### src/rtl/core/wav_hdr_pkg.sv
// Shared types, constants and codes for the WAV header chunk parser.
package wav_hdr_pkg;

  localparam logic [31:0] TAG_RIFF = 32'h52494646;
  localparam logic [31:0] TAG_WAVE = 32'h57415645;
  localparam logic [31:0] TAG_FMT  = 32'h666D7420;
  localparam logic [31:0] TAG_DATA = 32'h64617461;
  localparam int unsigned FMT_SKIP_BYTES = 6;
  localparam int unsigned BITS_PER_BYTE  = 8;

  localparam logic [2:0] ST_OK        = 3'd0;
  localparam logic [2:0] ST_NOT_RIFF  = 3'd1;
  localparam logic [2:0] ST_NOT_WAVE  = 3'd2;
  localparam logic [2:0] ST_MISSING   = 3'd3;
  localparam logic [2:0] ST_ZERO_DIV  = 3'd4;

  localparam int unsigned QUEUE_DEPTH = 2;

  typedef struct packed {
    logic [7:0] data_byte;
    logic       first_byte;
    logic       last_byte;
  } wav_in_t;

  typedef struct packed {
    logic [2:0]  status;
    logic [31:0] rate_hz;
    logic [15:0] chan_count;
    logic [15:0] sample_width;
    logic [31:0] data_len;
    logic [31:0] audio_start;
    logic [31:0] sample_total;
    logic [31:0] play_secs;
  } wav_out_t;

  // Job handed from the parser to the divider side: all fields but the two quotients.
  typedef struct packed {
    wav_out_t   res;
    logic       need_div;
  } wav_job_t;

endpackage

### src/rtl/core/wav_hdr_front.sv
// Byte-level RIFF/WAVE chunk walker that produces one job per file.
module wav_hdr_front
  import wav_hdr_pkg::*;
(
  input  logic     clk,
  input  logic     rst_n,
  input  logic     in_valid,
  input  wav_in_t  in_item,
  output logic     job_valid,
  output wav_job_t job
);

  localparam logic [2:0] PH_RIFF = 3'd0;
  localparam logic [2:0] PH_SIZE = 3'd1;
  localparam logic [2:0] PH_WAVE = 3'd2;
  localparam logic [2:0] PH_HDR  = 3'd3;
  localparam logic [2:0] PH_BODY = 3'd4;
  localparam logic [2:0] PH_PAD  = 3'd5;
  localparam logic [2:0] PH_DONE = 3'd6;

  logic [2:0]  phase_r, phase_nxt;
  logic [3:0]  cnt_r, cnt_nxt;
  logic [31:0] tag_r, tag_nxt;
  logic [31:0] len_r, len_nxt;
  logic [31:0] left_r, left_nxt;
  logic [31:0] pos_r, pos_nxt;
  logic [15:0] chan_r, chan_nxt;
  logic [31:0] rate_r, rate_nxt;
  logic [15:0] bits_r, bits_nxt;
  logic        fmt_r, fmt_nxt;

  logic [2:0]  ph;
  logic [3:0]  cn;
  logic [31:0] tg, ln, lf, ps, off, shifted;
  logic [15:0] ch, bt;
  logic [31:0] rt;
  logic        fs;
  logic [7:0]  b;
  logic        emit;
  wav_job_t    j;

  // Walk one byte through the chunk structure.
  always_comb begin
    b = in_item.data_byte;
    if (in_item.first_byte) begin
      ph = PH_RIFF; cn = '0; tg = '0; ln = '0; lf = '0; ps = '0;
      ch = '0; rt = '0; bt = '0; fs = 1'b0;
    end else begin
      ph = phase_r; cn = cnt_r; tg = tag_r; ln = len_r; lf = left_r; ps = pos_r;
      ch = chan_r; rt = rate_r; bt = bits_r; fs = fmt_r;
    end
    phase_nxt = ph; cnt_nxt = cn; tag_nxt = tg; len_nxt = ln; left_nxt = lf;
    chan_nxt = ch; rate_nxt = rt; bits_nxt = bt; fmt_nxt = fs;
    pos_nxt = ps + 32'd1;
    emit = 1'b0;
    j = '0;
    shifted = {tg[23:0], b};
    off = ln - lf;
    case (ph)
      PH_RIFF, PH_WAVE: begin
        tag_nxt = shifted;
        cnt_nxt = cn + 4'd1;
        if (cn == 4'd3) begin
          cnt_nxt = '0;
          if (ph == PH_RIFF) begin
            if (shifted != TAG_RIFF) begin
              emit = 1'b1; j.res.status = ST_NOT_RIFF; phase_nxt = PH_DONE;
            end else begin
              phase_nxt = PH_SIZE;
            end
          end else begin
            if (shifted != TAG_WAVE) begin
              emit = 1'b1; j.res.status = ST_NOT_WAVE; phase_nxt = PH_DONE;
            end else begin
              phase_nxt = PH_HDR;
            end
          end
        end
      end
      PH_SIZE: begin
        cnt_nxt = cn + 4'd1;
        if (cn == 4'd3) begin
          cnt_nxt = '0;
          phase_nxt = PH_WAVE;
        end
      end
      PH_HDR: begin
        if (cn < 4'd4) begin
          tag_nxt = shifted;
          if (cn == 4'd0) len_nxt = '0;
        end else begin
          case (cn[1:0])
            2'd0: len_nxt[7:0]   = b;
            2'd1: len_nxt[15:8]  = b;
            2'd2: len_nxt[23:16] = b;
            default: len_nxt[31:24] = b;
          endcase
        end
        cnt_nxt = cn + 4'd1;
        if (cn == 4'd7) begin
          cnt_nxt = '0;
          if (tag_nxt == TAG_DATA) begin
            emit = 1'b1;
            phase_nxt = PH_DONE;
            j.res.data_len = len_nxt;
            j.res.audio_start = ps + 32'd1;
            j.res.rate_hz = rt;
            j.res.chan_count = ch;
            j.res.sample_width = bt;
            j.res.status = fs ? ST_OK : ST_MISSING;
            j.need_div = fs;
          end else begin
            if (tag_nxt == TAG_FMT) begin
              chan_nxt = '0; rate_nxt = '0; bits_nxt = '0; fmt_nxt = 1'b1;
            end
            left_nxt = len_nxt;
            if (len_nxt == '0) phase_nxt = len_nxt[0] ? PH_PAD : PH_HDR;
            else phase_nxt = PH_BODY;
          end
        end
      end
      PH_BODY: begin
        if (tg == TAG_FMT) begin
          case (off)
            32'd2: chan_nxt[7:0] = b;
            32'd3: chan_nxt[15:8] = b;
            32'd4: rate_nxt[7:0] = b;
            32'd5: rate_nxt[15:8] = b;
            32'd6: rate_nxt[23:16] = b;
            32'd7: rate_nxt[31:24] = b;
            32'd8 + FMT_SKIP_BYTES: bits_nxt[7:0] = b;
            32'd9 + FMT_SKIP_BYTES: bits_nxt[15:8] = b;
            default: ;
          endcase
        end
        left_nxt = lf - 32'd1;
        if (lf == 32'd1) begin
          phase_nxt = ln[0] ? PH_PAD : PH_HDR;
          cnt_nxt = '0;
        end
      end
      PH_PAD: begin
        phase_nxt = PH_HDR;
        cnt_nxt = '0;
      end
      default: phase_nxt = PH_DONE;
    endcase
    // End of file before a result: report what is missing.
    if (in_item.last_byte && !emit && phase_nxt != PH_DONE) begin
      emit = 1'b1;
      j = '0;
      j.res.rate_hz = rate_nxt;
      j.res.chan_count = chan_nxt;
      j.res.sample_width = bits_nxt;
      if (phase_nxt == PH_RIFF) j.res.status = ST_NOT_RIFF;
      else if (phase_nxt == PH_SIZE || phase_nxt == PH_WAVE) j.res.status = ST_NOT_WAVE;
      else j.res.status = ST_MISSING;
    end
    if (in_item.last_byte) phase_nxt = PH_DONE;
  end

  // Advance state on each accepted byte.
  always_ff @(posedge clk) begin
    if (!rst_n) begin
      phase_r <= PH_RIFF; cnt_r <= '0; tag_r <= '0; len_r <= '0; left_r <= '0;
      pos_r <= '0; chan_r <= '0; rate_r <= '0; bits_r <= '0; fmt_r <= 1'b0;
    end else if (in_valid) begin
      phase_r <= phase_nxt; cnt_r <= cnt_nxt; tag_r <= tag_nxt; len_r <= len_nxt;
      left_r <= left_nxt; pos_r <= pos_nxt; chan_r <= chan_nxt; rate_r <= rate_nxt;
      bits_r <= bits_nxt; fmt_r <= fmt_nxt;
    end
  end

  assign job_valid = in_valid && emit;
  assign job = j;

  // Count stays inside the eight-byte chunk header.
  a_cnt_range: assert property (@(posedge clk) disable iff (!rst_n) cnt_r < 4'd8)
    else $error("header byte count out of range");
  // A job is produced only while not done, or on a restart.
  a_job_phase: assert property (@(posedge clk) disable iff (!rst_n)
    job_valid |-> (phase_r != PH_DONE || in_item.first_byte))
    else $error("job from finished file");
  // Body phase always has bytes left.
  a_body_left: assert property (@(posedge clk) disable iff (!rst_n)
    phase_r == PH_BODY |-> left_r != '0)
    else $error("body phase with no bytes left");

endmodule

### src/rtl/core/wav_hdr_back.sv
// Result side: up to two sequential divisions per file, then a one-entry result register.
module wav_hdr_back
  import wav_hdr_pkg::*;
(
  input  logic     clk,
  input  logic     rst_n,
  input  logic     job_valid,
  input  wav_job_t job,
  output logic     job_ready,
  output logic     out_empty,
  input  logic     out_pop,
  output wav_out_t out_item
);

  localparam logic [1:0] S_IDLE = 2'd0;
  localparam logic [1:0] S_DIV1 = 2'd1;
  localparam logic [1:0] S_DIV2 = 2'd2;
  localparam logic [1:0] S_FULL = 2'd3;

  logic [1:0]  state_r, state_nxt;
  wav_out_t    res_r, res_nxt;
  logic [31:0] quo_r, quo_nxt;
  logic [32:0] rem_r, rem_nxt;
  logic [31:0] dvs_r, dvs_nxt;
  logic [5:0]  step_r, step_nxt;
  logic [31:0] divisor;
  logic [32:0] trial;

  // Channels times whole bytes per sample (the product always fits in 32 bits).
  always_comb begin
    divisor = {16'd0, job.res.chan_count} *
              {19'd0, job.res.sample_width[15:3]};
  end

  assign trial = {rem_r[31:0], quo_r[31]} - {1'b0, dvs_r};

  // Restoring division, one quotient bit per cycle.
  always_comb begin
    state_nxt = state_r; res_nxt = res_r; quo_nxt = quo_r; rem_nxt = rem_r;
    dvs_nxt = dvs_r; step_nxt = step_r;
    case (state_r)
      S_IDLE: begin
        if (job_valid) begin
          res_nxt = job.res;
          if (!job.need_div) begin
            state_nxt = S_FULL;
          end else if (divisor == '0) begin
            res_nxt.status = ST_ZERO_DIV;
            state_nxt = S_FULL;
          end else begin
            quo_nxt = job.res.data_len; rem_nxt = '0; dvs_nxt = divisor;
            step_nxt = '0; state_nxt = S_DIV1;
          end
        end
      end
      S_DIV1, S_DIV2: begin
        if (!trial[32]) begin
          rem_nxt = {1'b0, trial[31:0]};
          quo_nxt = {quo_r[30:0], 1'b1};
        end else begin
          rem_nxt = {rem_r[31:0], quo_r[31]};
          quo_nxt = {quo_r[30:0], 1'b0};
        end
        step_nxt = step_r + 6'd1;
        if (step_r == 6'd31) begin
          if (state_r == S_DIV1) begin
            res_nxt.sample_total = quo_nxt;
            if (res_r.rate_hz == '0) begin
              res_nxt.status = ST_ZERO_DIV;
              state_nxt = S_FULL;
            end else begin
              rem_nxt = '0; dvs_nxt = res_r.rate_hz; step_nxt = '0;
              state_nxt = S_DIV2;
            end
          end else begin
            res_nxt.play_secs = quo_nxt;
            state_nxt = S_FULL;
          end
        end
      end
      default: begin
        if (out_pop) state_nxt = S_IDLE;
      end
    endcase
  end

  always_ff @(posedge clk) begin
    if (!rst_n) state_r <= S_IDLE;
    else state_r <= state_nxt;
    res_r <= res_nxt; quo_r <= quo_nxt; rem_r <= rem_nxt;
    dvs_r <= dvs_nxt; step_r <= step_nxt;
  end

  assign job_ready = (state_r == S_IDLE);
  assign out_empty = (state_r != S_FULL);
  assign out_item  = res_r;

  // Divider never runs with a zero divisor.
  a_div_nz: assert property (@(posedge clk) disable iff (!rst_n)
    (state_r == S_DIV1 || state_r == S_DIV2) |-> dvs_r != '0)
    else $error("zero divisor in divider");
  // A held result stays until popped.
  a_hold: assert property (@(posedge clk) disable iff (!rst_n)
    (state_r == S_FULL && !out_pop) |=> state_r == S_FULL)
    else $error("result dropped");
  // During the rate division the status is still the ok code.
  a_div_status: assert property (@(posedge clk) disable iff (!rst_n)
    (state_r == S_DIV2) |-> res_r.status == ST_OK)
    else $error("bad status during rate division");

endmodule

### src/rtl/core/wav_hdr_queue.sv
// Short job queue between the parser and the divider.
module wav_hdr_queue
  import wav_hdr_pkg::*;
#(
  parameter int unsigned DEPTH = QUEUE_DEPTH
) (
  input  logic     clk,
  input  logic     rst_n,
  input  logic     wr_en,
  input  wav_job_t wr_job,
  output logic     full,
  output logic     rd_valid,
  input  logic     rd_en,
  output wav_job_t rd_job
);

  localparam int unsigned AW = (DEPTH > 1) ? $clog2(DEPTH) : 1;

  wav_job_t       mem_r [DEPTH];
  logic [AW-1:0]  wp_r, rp_r;
  logic [AW:0]    cnt_r;
  logic           do_wr, do_rd;

  assign do_wr = wr_en && !full;
  assign do_rd = rd_en && rd_valid;
  assign full = (cnt_r == (AW+1)'(DEPTH));
  assign rd_valid = (cnt_r != '0);
  assign rd_job = mem_r[rp_r];

  // Store job and advance pointers.
  always_ff @(posedge clk) begin
    if (do_wr) mem_r[wp_r] <= wr_job;
    if (!rst_n) begin
      wp_r <= '0; rp_r <= '0; cnt_r <= '0;
    end else begin
      if (do_wr) wp_r <= (wp_r == AW'(DEPTH - 1)) ? '0 : wp_r + 1'b1;
      if (do_rd) rp_r <= (rp_r == AW'(DEPTH - 1)) ? '0 : rp_r + 1'b1;
      cnt_r <= cnt_r + (AW+1)'(do_wr) - (AW+1)'(do_rd);
    end
  end

endmodule

### src/rtl/core/wav_header_chunk_parser.sv
// Top level of the WAV header chunk parser.
// Takes a RIFF/WAVE file one byte per cycle (push/full) and gives one result per
// file (empty/pop). The parser accepts a byte in every cycle while in_full is low.
// After a file's data chunk header the result side runs up to two 32-step restoring
// divisions: only the first when the sample rate is zero, none for a result that
// needs no division or has a zero divisor; an unpopped earlier result delays it. A
// two-entry job queue lets bytes of the next file flow meanwhile; full rises only
// when that queue is full, and no clearing pass is needed after reset.
module wav_header_chunk_parser
  import wav_hdr_pkg::*;
#(
  parameter int unsigned QDEPTH = QUEUE_DEPTH
) (
  input  logic     clk,
  input  logic     rst_n,
  input  logic     in_push,
  output logic     in_full,
  input  wav_in_t  in_item,
  output logic     out_empty,
  input  logic     out_pop,
  output wav_out_t out_item
);

  logic     acc, job_valid, q_full, q_valid, q_rd;
  wav_job_t job, q_job;

  assign in_full = q_full;
  assign acc = in_push && !q_full;

  wav_hdr_front u_front (
    .clk(clk), .rst_n(rst_n), .in_valid(acc), .in_item(in_item),
    .job_valid(job_valid), .job(job)
  );

  wav_hdr_queue #(.DEPTH(QDEPTH)) u_queue (
    .clk(clk), .rst_n(rst_n), .wr_en(job_valid), .wr_job(job), .full(q_full),
    .rd_valid(q_valid), .rd_en(q_rd), .rd_job(q_job)
  );

  wav_hdr_back u_back (
    .clk(clk), .rst_n(rst_n), .job_valid(q_valid), .job(q_job), .job_ready(q_rd),
    .out_empty(out_empty), .out_pop(out_pop), .out_item(out_item)
  );

endmodule

### config.mk
export PLATFORM = sky130hd
export DESIGN_NAME = wav_header_chunk_parser
export DESIGN_NICKNAME = d
export VERILOG_FILES = /design/src/rtl/core/wav_hdr_pkg.sv /design/src/rtl/core/wav_hdr_front.sv /design/src/rtl/core/wav_hdr_back.sv /design/src/rtl/core/wav_hdr_queue.sv /design/src/rtl/core/wav_header_chunk_parser.sv
export SDC_FILE = /design/constraint.sdc
export NUM_CORES = 2
export LEC_CHECK = 0
export BUFFER_PORTS_ARGS = -buffer_cell sky130_fd_sc_hd__clkbuf_2
export CORE_MARGIN = 4
export CORE_UTILIZATION = 60
export DETAILED_ROUTE_END_ITERATION = 8
export PLACE_DENSITY_LB_ADDON = 0.05
export SLEW_MARGIN = 20
export SYNTH_ARGS = -nofsm -noshare
export SYNTH_HDL_FRONTEND = slang
export SYNTH_HIERARCHICAL = 1
export SYNTH_SLANG_ARGS = --single-unit
### constraint.sdc
create_clock -name clk -period 13.7 [get_ports clk]
set_clock_uncertainty 0.1 [all_clocks]
set_input_delay 0.685 -clock clk [delete_from_list [all_inputs] [get_ports clk]]
set_output_delay 0.685 -clock clk [all_outputs]
set_load 0.01 [all_outputs]
==> results.md <==
- Post_cts resized: 0
- Kind of critical path: flip-flop to flip-flop
- Cell Area, Synth: 50900 sq um
- Largest reg by FF count: u_queue/mem_r
- Max Slew Vio Count: 0
- Diodes inserted: 0
- Die H: 299 um
- DR vias: 36200
- First drt pass iteration count: 6
- Synth warn: 6
- Clock Tree Root: clkbuf_16
- Clk buf depth: 3
- Seq/Total Area, Yosys: 0.487
- Met2 capacity usage during global routing: 0.472
- #FFs+latches synth: 896
- GRT Total Usage: 0.292
- Final WL: 134000 um
- Reg clk slew, reported paths: 0.06 ns
- Hold-critical path depth: 3
- RSZ-0062 raised after global routing: no
- IO Count: 211
- Filler cells: 6458
- Synth cell types: 112
- Critical Path Source Type: flip-flop
- Area of the multi-input gates: 23700 sq um
- Die area: 89600 sq um
- Width of the die: 299 um
- RR Endpoint: u_back/dvs_r[2]
- DR vias/cell: 6.19
- Setup bufs post-CTS: 0
- Non-filler instance count after layout: 5853
- Final hold violations: 0
- Register area: 24800 sq um
- Clk sinks: 896
- DP HPWL: 93300 um
- Fin nets: 4960
- Vias in the first global route: 35000
- Worst Max-Slew Pin Slew: 1.07 ns
- Core ar.: 84000 sq um
- Total CTS buffers: 93
- Grt met1 use: 0.417
- Setup Total Neg Slack: 0 ns
- Max_slew headroom: 0.285
- Initial Util: 0.607
- GRT busiest layer: met2
- Worst R2R Setup Slack: 5.10 ns
- Primary FF master, synth: edfxtp_1
- Worst Hold End: u_front/phase_r[2]
- Largest net degree at the start of global routing: 161
- H-tree depth: 3
- Syn Inst Count: 4545
- Maximum fanout along the worst path: 47
- Hold crit path type: primary input to flip-flop
- Initial antenna violation count: 0
- CTS tree: done
- Critical Path AT: 8.85 ns
- Worst Setup End Kind: flip-flop
- # DRC: 0
- Global-route wire length before repair: 206000 um
- Max-Cap Viols: 0
- Worst Reg-to-Reg Cells: 24
- Flip-flop count of the largest register after layout: 392
- Share of layout cells above drive strength 1: 0.157
- Syn avg cell area: 11.2 sq um
- Cts hold-fix bufs: 0
- Gpl congestion: 0.945
- Hold Startpoint: in_item[0]
- Tmin final: 8.60 ns
- Post-synth EDFFs: 689
- Port bufs: 210
- Area Growth Syn to Fin: 9.41%
- Fmax: 116 MHz
- Final setup viols: 0
- Overflow after GRT: 0
- Wire per inst: 22.9 um
- Initial drt markers: 3741
- CP required: 13.95 ns
- Row count: 106
- GR Layer Usage met3: 0.0427
- Status: complete, no violations
- Skew-Pair Late Insertion Delay: 0.67 ns
- Antenna Nets Post-Route: 0
- Final worst path period share: 0.628
- Placed cells: 5681
- Post-synth ARST share: 0
[worst max-delay path by stage]
stage	end	slack, ns	cells after the start
final	u_back/dvs_r[2]	5.10	24
after global routing	u_back/dvs_r[1]	4.60	23
after global placement	u_back/dvs_r[4]	5.19	24
after CTS	u_back/dvs_r[9]	5.09	24
after floorplan	u_queue/mem_r[0][0]	1.17	18
after detailed placement	u_back/dvs_r[4]	5.12	24
[critical path, stage by stage (launching register included)]
cell	delay, ns
dfxtp_4	0.75
buf_4	0.80
mux2_4	0.46
and2_1	0.19
fa_1	0.53
inv_1	0.05
fa_1	0.52
inv_1	0.05
fa_1	0.49
fa_1	0.49
inv_1	0.05
fa_1	0.53
inv_1	0.04
ha_1	0.42
a21oi_2	0.26
o21ai_0	0.17
a221oi_1	0.36
o21ai_0	0.24
xor2_1	0.21
nor4_1	0.28
nand4_1	0.25
o31ai_4	0.45
nand2_1	0.08
and3_1	0.16
buf_4	0.26
[metal layers]
metal / share of wire / wire length [um] / vias up
met1: 0.43 / 57100 / 17900
met4: 0.025 / 3370 / 0
li1: - / - / 16600
met3: 0.074 / 9890 / 225
met2: 0.47 / 63500 / 1430
met5: 0 / 0 / -
[Yosys cell counts, drive strengths merged, types with 34 or more instances]
| cell type | n | area share |
|---|---|---|
| edfxtp | 689 | 0.41 |
| ha | 148 | 0.036 |
| clkbuf | 188 | 0.014 |
| mux2i | 52 | 0.010 |
| inv | 295 | 0.022 |
| a22o | 100 | 0.017 |
| o2bb2ai | 88 | 0.015 |
| buf | 131 | 0.018 |
| a21o | 42 | 0.0062 |
| mux2 | 248 | 0.065 |
| a22oi | 78 | 0.011 |
| nor2 | 339 | 0.025 |
| and3 | 46 | 0.0056 |
| nor2b | 64 | 0.0080 |
| xnor2 | 75 | 0.013 |
| and2 | 121 | 0.015 |
| nand2 | 352 | 0.026 |
| dfxtp | 207 | 0.081 |
| nand4 | 34 | 0.0042 |
| a21oi | 221 | 0.022 |
| nand3 | 78 | 0.0080 |
| fa | 156 | 0.061 |
| nor4 | 41 | 0.0052 |
| xor2 | 41 | 0.0070 |
| nor3 | 91 | 0.010 |
| o21ai | 201 | 0.020 |
[layout by cell type, fill, tap and decap left out, types with 16 or more instances in the layout]
| cell type | n |
|---|---|
| a22o_1 | 100 |
| mux2i_1 | 52 |
| o21bai_1 | 16 |
| edfxtp_1 | 689 |
| a21oi_1 | 216 |
| nand2b_1 | 29 |
| clkbuf_16 | 94 |
| o21a_1 | 27 |
| and3_1 | 45 |
| and2_1 | 119 |
| a211oi_1 | 30 |
| ha_1 | 147 |
| o211ai_1 | 22 |
| o2bb2ai_1 | 88 |
| nor3_1 | 82 |
| mux2_4 | 140 |
| xnor2_1 | 74 |
| o21ai_0 | 181 |
| nand4_1 | 34 |
| clkinv_2 | 20 |
| buf_4 | 44 |
| nand2_1 | 350 |
| a21o_1 | 42 |
| or3_1 | 20 |
| nand3_1 | 75 |
| nor4_1 | 40 |
| clkbuf_2 | 210 |
| nor2_1 | 335 |
| nor4b_1 | 17 |
| fa_1 | 156 |
| nor2b_1 | 62 |
| xor2_1 | 41 |
| mux2_2 | 108 |
| a31oi_1 | 21 |
| conb_1 | 65 |
| dfxtp_1 | 206 |
| a22oi_1 | 78 |
| o22ai_1 | 25 |
| inv_1 | 293 |
[metrics by stage]
step,utilization,instance area (sq um),hold WS (ns),setup slack [ns]
after floorplan,-,51200,0.332,1.17
after global placement,0.625,52500,0.345,5.19
after detailed placement,0.626,52500,0.346,5.12
after CTS,0.664,55700,0.250,5.09
after global routing,0.664,55700,0.299,4.60
final,0.664,55700,0.328,5.10
[final cells by class]
class                   count  area share
clock inverters            63      0.0141
repair buffers            257      0.0261
multi-input cells        3098       0.425
inverters                 296      0.0200
well taps                1134      0.0255
clock buffers             109      0.0432
flip-flops and latches    896       0.446
[kinds of logic after synthesis]
| group | count (synthesis) | share of synthesized area |
|---|---|---|
| AOI/OAI and AO/OA | 998 | 0.135 |
| xor gates and xnor gates | 116 | 0.0199 |
| adders and majority gates | 304 | 0.0977 |
| buffers and inverters | 615 | 0.0538 |
| DFF | 896 | 0.487 |
| muxes | 300 | 0.0754 |
| other | 1 | 0.0000736 |
| and+or+nand+nor | 1315 | 0.130 |
Power is not shown: default switching activity piles up to over one toggle a cycle in this logic, so the estimate is an artifact.
